==> src/sv/u8e_pkg.sv <==
// Package for the UTF-8 encoder with byte budget.
// Holds the shared types, register indexes and encoding constants; no dependencies.
package u8e_pkg;

    localparam int CP_W        = 21;
    localparam int BUDGET_CFG_W = 16;
    localparam int CFG_IDX_W   = 4;
    localparam int QDEPTH      = 2;
    localparam int QPTR_W      = 1;
    localparam int QCNT_W      = 2;

    localparam logic [CFG_IDX_W-1:0] REG_LIMIT_ENABLE = 4'd0;
    localparam logic [CFG_IDX_W-1:0] REG_BYTE_BUDGET  = 4'd1;

    localparam logic [CP_W-1:0] MAX_LEN1 = 21'h00007F;
    localparam logic [CP_W-1:0] MAX_LEN2 = 21'h0007FF;
    localparam logic [CP_W-1:0] MAX_LEN3 = 21'h00FFFF;

    localparam logic [7:0] LEAD2 = 8'hC0;
    localparam logic [7:0] LEAD3 = 8'hE0;
    localparam logic [7:0] LEAD4 = 8'hF0;
    localparam logic [7:0] CONT  = 8'h80;
    localparam logic [5:0] SIX_ONES = 6'h3F;

    typedef struct packed {
        logic                    limit_enable;
        logic [BUDGET_CFG_W-1:0] byte_budget;
    } u8e_cfg_t;

    typedef struct packed {
        logic [3:0][7:0] bytes;
        logic [1:0]      last_idx;
    } u8e_entry_t;

    typedef struct packed {
        logic halted;
        logic push;
    } u8e_front_stat_t;

endpackage

==> src/sv/u8e_ifs.sv <==
// Handshake channel interfaces for the UTF-8 encoder.
// Depends on u8e_pkg for field widths.
interface u8e_char_if;
    logic                      valid;
    logic                      ready;
    logic [u8e_pkg::CP_W-1:0]  code_point;
    logic                      string_start;
    modport source (output valid, code_point, string_start, input ready);
    modport sink (input valid, code_point, string_start, output ready);
endinterface

interface u8e_byte_if;
    logic       valid;
    logic       ready;
    logic [7:0] out_byte;
    logic       char_last;
    modport source (output valid, out_byte, char_last, input ready);
    modport sink (input valid, out_byte, char_last, output ready);
endinterface

interface u8e_cfg_if;
    logic                             valid;
    logic                             ready;
    logic [u8e_pkg::CFG_IDX_W-1:0]    index;
    logic [u8e_pkg::BUDGET_CFG_W-1:0] data;
    modport source (output valid, index, data, input ready);
    modport sink (input valid, index, data, output ready);
endinterface

==> src/sv/u8e_front.sv <==
// Front end: accepts characters, applies the string budget and builds the byte entries.
// Depends on u8e_pkg.
module u8e_front #(
    parameter int BUDGET_WIDTH = 16
) (
    input  logic                         clk,
    input  logic                         rst_n,
    input  u8e_pkg::u8e_cfg_t            cfg,
    input  logic                         in_valid,
    input  logic [u8e_pkg::CP_W-1:0]     code_point,
    input  logic                         string_start,
    input  logic                         q_full,
    output logic                         in_ready,
    output u8e_pkg::u8e_entry_t          push_entry,
    output u8e_pkg::u8e_front_stat_t     stat
);

    localparam int EXT_W = (BUDGET_WIDTH > u8e_pkg::BUDGET_CFG_W) ?
                           BUDGET_WIDTH : u8e_pkg::BUDGET_CFG_W;

    logic [BUDGET_WIDTH-1:0] left_reg, left_next, left_eff, budget_masked;
    logic                    halted_reg, halted_next, halted_eff;
    logic [EXT_W-1:0]        budget_ext;
    logic [2:0]              len;
    logic                    accept;
    logic [5:0]              s0, s1, s2;

    assign in_ready = !q_full;
    assign accept   = in_valid && in_ready;

    assign budget_ext    = EXT_W'(cfg.byte_budget);
    assign budget_masked = budget_ext[BUDGET_WIDTH-1:0];
    assign left_eff      = string_start ? budget_masked : left_reg;
    assign halted_eff    = string_start ? 1'b0 : halted_reg;

    assign s0 = code_point[5:0] & u8e_pkg::SIX_ONES;
    assign s1 = code_point[11:6];
    assign s2 = code_point[17:12];

    always_comb
    begin
        if (code_point <= u8e_pkg::MAX_LEN1)
        begin
            len = 3'd1;
        end
        else if (code_point <= u8e_pkg::MAX_LEN2)
        begin
            len = 3'd2;
        end
        else if (code_point <= u8e_pkg::MAX_LEN3)
        begin
            len = 3'd3;
        end
        else
        begin
            len = 3'd4;
        end
    end

    always_comb
    begin
        push_entry.bytes    = '0;
        push_entry.last_idx = 2'(len - 3'd1);
        unique case (len)
            3'd1:
            begin
                push_entry.bytes[0] = code_point[7:0];
            end
            3'd2:
            begin
                push_entry.bytes[0] = u8e_pkg::LEAD2 | {3'b000, code_point[10:6]};
                push_entry.bytes[1] = u8e_pkg::CONT | {2'b00, s0};
            end
            3'd3:
            begin
                push_entry.bytes[0] = u8e_pkg::LEAD3 | {4'h0, code_point[15:12]};
                push_entry.bytes[1] = u8e_pkg::CONT | {2'b00, s1};
                push_entry.bytes[2] = u8e_pkg::CONT | {2'b00, s0};
            end
            default:
            begin
                push_entry.bytes[0] = u8e_pkg::LEAD4 | {5'h00, code_point[20:18]};
                push_entry.bytes[1] = u8e_pkg::CONT | {2'b00, s2};
                push_entry.bytes[2] = u8e_pkg::CONT | {2'b00, s1};
                push_entry.bytes[3] = u8e_pkg::CONT | {2'b00, s0};
            end
        endcase
    end

    always_comb
    begin
        left_next   = left_reg;
        halted_next = halted_reg;
        stat.halted = halted_reg;
        stat.push   = 1'b0;
        if (accept)
        begin
            left_next   = left_eff;
            halted_next = halted_eff;
            if (!halted_eff)
            begin
                if (code_point == '0)
                begin
                    halted_next = 1'b1;
                end
                else if (cfg.limit_enable && (BUDGET_WIDTH'(len) > left_eff))
                begin
                    halted_next = 1'b1;
                end
                else
                begin
                    stat.push = 1'b1;
                    if (cfg.limit_enable)
                    begin
                        left_next = left_eff - BUDGET_WIDTH'(len);
                    end
                end
            end
        end
    end

    always_ff @(posedge clk or negedge rst_n)
    begin
        if (!rst_n)
        begin
            left_reg   <= '0;
            halted_reg <= 1'b0;
        end
        else
        begin
            left_reg   <= left_next;
            halted_reg <= halted_next;
        end
    end

endmodule

==> src/sv/u8e_queue.sv <==
// Two-entry queue of encoded characters between the front and back ends.
// Depends on u8e_pkg.
module u8e_queue (
    input  logic                       clk,
    input  logic                       rst_n,
    input  logic                       push,
    input  u8e_pkg::u8e_entry_t        push_entry,
    input  logic                       pop,
    output logic                       full,
    output logic                       not_empty,
    output u8e_pkg::u8e_entry_t        head,
    output logic [u8e_pkg::QCNT_W-1:0] count
);

    u8e_pkg::u8e_entry_t             mem_reg [u8e_pkg::QDEPTH];
    logic [u8e_pkg::QPTR_W-1:0]      wr_ptr_reg, wr_ptr_next, rd_ptr_reg, rd_ptr_next;
    logic [u8e_pkg::QCNT_W-1:0]      count_reg, count_next;

    function automatic logic [u8e_pkg::QCNT_W-1:0] QCNT_W_push(input logic b);
        QCNT_W_push = {{(u8e_pkg::QCNT_W-1){1'b0}}, b};
    endfunction

    assign full      = (count_reg == u8e_pkg::QCNT_W'(u8e_pkg::QDEPTH));
    assign not_empty = (count_reg != '0);
    assign head      = mem_reg[rd_ptr_reg];
    assign count     = count_reg;

    always_comb
    begin
        wr_ptr_next = push ? wr_ptr_reg + 1'b1 : wr_ptr_reg;
        rd_ptr_next = pop ? rd_ptr_reg + 1'b1 : rd_ptr_reg;
        count_next  = count_reg + QCNT_W_push(push) - QCNT_W_push(pop);
    end

    always_ff @(posedge clk)
    begin
        if (push)
        begin
            mem_reg[wr_ptr_reg] <= push_entry;
        end
    end

    always_ff @(posedge clk or negedge rst_n)
    begin
        if (!rst_n)
        begin
            wr_ptr_reg <= '0;
            rd_ptr_reg <= '0;
            count_reg  <= '0;
        end
        else
        begin
            wr_ptr_reg <= wr_ptr_next;
            rd_ptr_reg <= rd_ptr_next;
            count_reg  <= count_next;
        end
    end

endmodule

==> src/sv/u8e_back.sv <==
// Back end: sends the bytes of the queue head one beat at a time.
// Depends on u8e_pkg.
module u8e_back (
    input  logic                 clk,
    input  logic                 rst_n,
    input  logic                 head_valid,
    input  u8e_pkg::u8e_entry_t  head,
    input  logic                 out_ready,
    output logic                 out_valid,
    output logic [7:0]           out_byte,
    output logic                 char_last,
    output logic                 pop
);

    logic [1:0] idx_reg, idx_next;

    assign out_valid = head_valid;
    assign out_byte  = head.bytes[idx_reg];
    assign char_last = (idx_reg == head.last_idx);
    assign pop       = out_valid && out_ready && char_last;

    always_comb
    begin
        idx_next = idx_reg;
        if (out_valid && out_ready)
        begin
            idx_next = char_last ? 2'd0 : idx_reg + 2'd1;
        end
    end

    always_ff @(posedge clk or negedge rst_n)
    begin
        if (!rst_n)
        begin
            idx_reg <= '0;
        end
        else
        begin
            idx_reg <= idx_next;
        end
    end

endmodule

==> src/sv/utf8_encoder_with_byte_budget.sv <==
// Channel    Role    Payload                      Beat
// cfg        sink    index, data                  one register write
// char_in    sink    code_point, string_start     one character
// byte_out   source  out_byte, char_last          one encoded byte
//
// Output carries one byte per cycle while ready is high; a character is one to four bytes.
// The front end takes a new character each cycle while the two-entry queue has room.
// Budget and halt state update in the cycle a character is accepted.
// Reset clears the budget, halt flag, queue and configuration; either side may stall freely.
// Top level of the UTF-8 encoder; depends on u8e_pkg, the interfaces and the sub-modules.
module utf8_encoder_with_byte_budget #(
    parameter int BUDGET_WIDTH = 16
) (
    input  logic     clk,
    input  logic     rst_n,
    u8e_cfg_if.sink  cfg,
    u8e_char_if.sink char_in,
    u8e_byte_if.source byte_out
);

    u8e_pkg::u8e_cfg_t           cfg_reg, cfg_next;
    u8e_pkg::u8e_entry_t         push_entry, head;
    u8e_pkg::u8e_front_stat_t    stat;
    logic                        q_full, q_not_empty, pop;
    logic [u8e_pkg::QCNT_W-1:0]  q_count;

    assign cfg.ready = 1'b1;

    always_comb
    begin
        cfg_next = cfg_reg;
        if (cfg.valid && cfg.ready)
        begin
            unique case (cfg.index)
                u8e_pkg::REG_LIMIT_ENABLE: cfg_next.limit_enable = cfg.data[0];
                u8e_pkg::REG_BYTE_BUDGET:  cfg_next.byte_budget  = cfg.data;
                default:                   cfg_next = cfg_reg;
            endcase
        end
    end

    always_ff @(posedge clk or negedge rst_n)
    begin
        if (!rst_n)
        begin
            cfg_reg <= '0;
        end
        else
        begin
            cfg_reg <= cfg_next;
        end
    end

    u8e_front #(
        .BUDGET_WIDTH (BUDGET_WIDTH)
    ) u_front (
        .clk          (clk),
        .rst_n        (rst_n),
        .cfg          (cfg_reg),
        .in_valid     (char_in.valid),
        .code_point   (char_in.code_point),
        .string_start (char_in.string_start),
        .q_full       (q_full),
        .in_ready     (char_in.ready),
        .push_entry   (push_entry),
        .stat         (stat)
    );

    u8e_queue u_queue (
        .clk        (clk),
        .rst_n      (rst_n),
        .push       (stat.push),
        .push_entry (push_entry),
        .pop        (pop),
        .full       (q_full),
        .not_empty  (q_not_empty),
        .head       (head),
        .count      (q_count)
    );

    u8e_back u_back (
        .clk        (clk),
        .rst_n      (rst_n),
        .head_valid (q_not_empty),
        .head       (head),
        .out_ready  (byte_out.ready),
        .out_valid  (byte_out.valid),
        .out_byte   (byte_out.out_byte),
        .char_last  (byte_out.char_last),
        .pop        (pop)
    );

    a_queue_bound: assert property (@(posedge clk) disable iff (!rst_n)
        q_count <= u8e_pkg::QCNT_W'(u8e_pkg::QDEPTH))
        else $error("queue count beyond its depth");

    a_end_no_push: assert property (@(posedge clk) disable iff (!rst_n)
        (char_in.valid && char_in.ready && char_in.code_point == '0) |-> !stat.push)
        else $error("end of string produced bytes");

    a_halted_silent: assert property (@(posedge clk) disable iff (!rst_n)
        (stat.halted && !char_in.string_start) |-> !stat.push)
        else $error("bytes produced while halted");

    a_push_needs_room: assert property (@(posedge clk) disable iff (!rst_n)
        stat.push |-> !q_full)
        else $error("push into a full queue");

endmodule

==> src/flat_wrapper.sv <==
// flat-port wrapper written by rule: the top's interface ports become plain ports
module utf8_encoder_with_byte_budget_flat 
#(
    parameter int BUDGET_WIDTH = 16
)
  (clk, rst_n, cfg_valid, cfg_index, cfg_data, cfg_ready, char_in_valid, char_in_code_point, char_in_string_start, char_in_ready, byte_out_valid, byte_out_out_byte, byte_out_char_last, byte_out_ready);
  u8e_cfg_if cfg_i ();
  u8e_char_if char_in_i ();
  u8e_byte_if byte_out_i ();
  input  logic clk;
  input  logic rst_n;
  input wire logic [$bits(cfg_i.valid)-1:0] cfg_valid;
  input wire logic [$bits(cfg_i.index)-1:0] cfg_index;
  input wire logic [$bits(cfg_i.data)-1:0] cfg_data;
  output wire logic [$bits(cfg_i.ready)-1:0] cfg_ready;
  input wire logic [$bits(char_in_i.valid)-1:0] char_in_valid;
  input wire logic [$bits(char_in_i.code_point)-1:0] char_in_code_point;
  input wire logic [$bits(char_in_i.string_start)-1:0] char_in_string_start;
  output wire logic [$bits(char_in_i.ready)-1:0] char_in_ready;
  output wire logic [$bits(byte_out_i.valid)-1:0] byte_out_valid;
  output wire logic [$bits(byte_out_i.out_byte)-1:0] byte_out_out_byte;
  output wire logic [$bits(byte_out_i.char_last)-1:0] byte_out_char_last;
  input wire logic [$bits(byte_out_i.ready)-1:0] byte_out_ready;
  assign cfg_i.valid = cfg_valid;
  assign cfg_i.index = cfg_index;
  assign cfg_i.data = cfg_data;
  assign cfg_ready = cfg_i.ready;
  assign char_in_i.valid = char_in_valid;
  assign char_in_i.code_point = char_in_code_point;
  assign char_in_i.string_start = char_in_string_start;
  assign char_in_ready = char_in_i.ready;
  assign byte_out_valid = byte_out_i.valid;
  assign byte_out_out_byte = byte_out_i.out_byte;
  assign byte_out_char_last = byte_out_i.char_last;
  assign byte_out_i.ready = byte_out_ready;
  utf8_encoder_with_byte_budget #(.BUDGET_WIDTH(BUDGET_WIDTH)) u_core (.clk(clk), .rst_n(rst_n), .cfg(cfg_i), .char_in(char_in_i), .byte_out(byte_out_i));
endmodule
==> config.mk <==
export PLATFORM = sky130hd
export DESIGN_NAME = utf8_encoder_with_byte_budget_flat
export DESIGN_NICKNAME = d
export VERILOG_FILES = /design/src/sv/u8e_pkg.sv /design/src/sv/u8e_ifs.sv /design/src/sv/u8e_front.sv /design/src/sv/u8e_queue.sv /design/src/sv/u8e_back.sv /design/src/sv/utf8_encoder_with_byte_budget.sv /design/src/flat_wrapper.sv
export SDC_FILE = /design/constraint.sdc
export NUM_CORES = 1
export LEC_CHECK = 0
export ABC_CLOCK_PERIOD_IN_PS = 4900
export BUFFER_PORTS_ARGS = -buffer_cell sky130_fd_sc_hd__buf_2
export CAP_MARGIN = 20
export CORE_ASPECT_RATIO = 1.1
export CORE_MARGIN = 2
export CORE_UTILIZATION = 40
export DETAILED_ROUTE_END_ITERATION = 16
export GPL_TIMING_DRIVEN = 0
export HOLD_SLACK_MARGIN = 0.08
export PLACE_DENSITY = 0.54
export SLEW_MARGIN = 20
export SYNTH_ARGS = -nofsm -noshare
export SYNTH_HDL_FRONTEND = slang
export SYNTH_SLANG_ARGS = --single-unit
==> constraint.sdc <==
create_clock -name clk -period 4.9 [get_ports clk]
set_clock_uncertainty 0.2 [all_clocks]
set_input_delay 0.245 -clock clk [delete_from_list [all_inputs] [get_ports clk]]
set_output_delay 0.245 -clock clk [all_outputs]
set_load 0.005 [all_outputs]
==> flow_metrics.tcl <==
set metrics [dict create \
    rr_worst_depth 9 \
    setup_viol 0 \
    final_common_cell "edfxtp_1" \
    rr_startpoint "u_core.cfg_reg[2]" \
    max_freq_mhz 220 \
    ys_seq_area_share_pct 53.5 \
    dieArea_sq_mm 0.0143 \
    ctsHtreeMaxLevel 3 \
    status "finished, final reports clean" \
    fill_cells 1170 \
    synthTopCellsByArea "edfxtp_1 35%, dfrtp_1 19%, mux2_2 5.9%" \
    numCtsBuffers 9 \
    power_density_mw_per_mm2 484 \
    worst_setup_path_end_kind "register" \
    core_region_area_sq_mm 0.0132 \
    postRouteAntennaNets 0 \
    gp_congestion 0.838 \
    critPathArrivalTime_ns 4.46 \
    antenna_found_initial 0 \
    cts_tree "yes" \
    leakage_nw 2.54 \
    final-instance-count-excl-fill 699 \
    cts.clk_slew.worst_paths_ns 0.07 \
    synth.largest_area_cell "edfxtp_1" \
    dr_total_vias 3912 \
    maxSlewHeadroom_pct 33.9 \
    ys_warn_count 0 \
    regArea_sq_mm 0.00286 \
    hold_start "char_in_code_point[8]" \
    syn_nets 486 \
    min_path_cells 2 \
    worst_ep_required_time_ns 4.80 \
    hp-class "in -> reg" \
    synth_edf_count 62 \
    drt_iter0_drc 273 \
    drcViolationCount 0 \
    port_buffers 57 \
    netlist_area_sq_mm 0.00535 \
    p_total_mw 3.16 \
    period_share_pct 92.9 \
    drive_above_1_share_pct 24.7 \
    hold_viol_final 0 \
    ys.flop_type "edfxtp_1" \
    drt_pass1_iterations 5 \
    grt_remaining_overflow 0 \
    nets 588 \
    syn_avg_cell_area_sq_um 12.4 \
    diodes 0 \
    grt.total_usage_pct 19.0 \
    ys_types 56 \
    fin_crit_ns 4.55 \
    crit_type "in -> reg" \
    rsz0062_at_grt "no" \
    die_x_um 114 \
    start_util_pct 40.7 \
    grt_pass1_wl_um 20600 \
    multiInputGateArea_sq_mm 0.00233 \
    synth_top_area_share_pct 34.8 \
    grt_max_degree 41 \
    final_cell_mix "62 x edfxtp_1, 60 x buf_2, 40 x dfrtp_1, 30 x dlygate4sd3_1" \
    place_hpwl_um 9160 \
    tightest_slew_ns 0.991 \
    drv_slew 0 \
    placementRows 44 \
    synthArstFlopShare_pct 39.2 \
    areaGrowthSynthToFinish_pct 22.0 \
    avgViaCountPerCell 5.60 \
    holdPathEnd "u_core.u_queue.mem_reg[0][20]" \
    peakVddDrop_mv 0.198 \
    hold_ws_ns 0.0900 \
    drv_cap 0 \
    grt_pass1_vias 4020 \
    clock_path_buffers 2 \
    ios 59 \
    crit_fanout 30 \
    synth_seq_cells 102 \
    cts_root_buf "clkbuf_16" \
    rrSetupSlack_ns 1.43 \
    cp-start-kind "input port" \
    finalWirelength_um 13000 \
    largest_register_ffs 62 \
    drt-wirelength-per-cell_um 18.6 \
    fin_area_sq_mm 0.00653 \
    synth_cells 431 \
    place_area_sq_mm 0.00590 \
    cts.sinks 102 \
    placed_cells 651 \
    r2r-end "u_core.u_queue.mem_reg[1][26]" \
    die_h_um 125 \
    clock_latency_ns 0.36 \
]
[routing by layer]
layer | track usage, % | wire [um] | vias to the layer above
met5 | 0 | 0 | -
met4 | 8.46 | 262 | 0
met3 | 2.47 | 539 | 20
met2 | 33.5 | 6800 | 105
met1 | 23.0 | 5420 | 1939
li1 | - | - | 1848
[logic make-up after synthesis]
family | count (synthesis) | share of synthesized area (%)
AO/OA/AOI/OAI | 65 | 9.73
XOR/XNOR | 19 | 3.11
adder cells (fa/ha/maj) | 8 | 2.01
buffers and inverters | 43 | 3.30
flip-flops | 102 | 53.5
multiplexers | 59 | 15.0
other | 1 | 0.0701
AND/OR/NAND/NOR | 134 | 13.3
[report_power, final]
| part | switching, mW | total (mW) | internal (mW) |
|---|---|---|---|
| Sequential | 0.150 | 1.31 | 1.16 |
| Combinational | 0.563 | 1.12 | 0.553 |
| Clock | 0.333 | 0.735 | 0.402 |
[worst max-delay path: stages]
cell	delay, ns
buf_2	0.18
buf_2	0.27
buf_1	0.42
buf_1	0.56
mux2_2	0.43
ha_1	0.36
nor2b_1	0.17
a2111o_1	0.33
or4_4	0.56
buf_6	0.17
o2111a_1	0.32
and2_2	0.25
buf_12	0.18
[synth_stat cells, drive strengths merged, types with 4 or more instances]
cell type  number
xor2           11
a21oi          10
o21ai           7
edfxtp         62
buf             7
a222oi          8
a22o            6
nor2           18
nor2b          11
mux4           14
clkbuf         18
o211ai         10
nor3b           5
nand3           9
and2           11
ha              7
mux2i          17
nand2b          4
nor4            7
mux2           28
nor3           23
nand2          28
dfrtp          40
xnor2           8
inv            17
[final cells by class]
type                       instances  share of cell area (%)
inverter                          18                    1.03
buffer                            25                    1.69
sequential                       102                    43.8
timing repair buffer              91                    10.1
tap                              161                    3.08
clock inverter                     6                    1.09
clock buffer                      10                    3.51
multi-input combinational        286                    35.6
[timing repair]
action / 4_1_cts / 5_1_grt
endpoints found under the setup margin: 0 / 61
buffers inserted: 0 / 2
hold endpoints to repair: 76 / 0
gates resized for setup: 0 / 2
hold buffers: 30 / 0
[per-stage QoR]
step / setup TNS (ns) / setup WS (ns) / utilization [%]
floorplan: 0 / 0.0586 / -
finish: 0 / 0.348 / 49.6
detailed placement: -0.270 / -0.0115 / 44.8
global placement: -64.08 / -1.55 / 44.4
global route: 0 / 0.124 / 49.6
CTS: 0 / 0.0176 / 49.4
[how the worst max path moves through the flow]
| stage | startpoint | end | slack, ns | cells after the start |
|---|---|---|---|---|
| floorplan | char_in_code_point[9] | u_core.u_queue.mem_reg[0][0] | 0.06 | 13 |
| global placement | char_in_string_start | u_core.u_queue.mem_reg[0][21] | -1.55 | 13 |
| detailed placement | char_in_string_start | u_core.u_queue.mem_reg[1][29] | -0.01 | 13 |
| CTS | char_in_code_point[7] | u_core.u_queue.mem_reg[0][26] | 0.02 | 16 |
| global route | char_in_code_point[7] | u_core.u_queue.mem_reg[0][30] | 0.12 | 16 |
| finish | char_in_string_start | u_core.u_queue.mem_reg[1][26] | 0.35 | 13 |
Power figures use the tool's default switching activity.
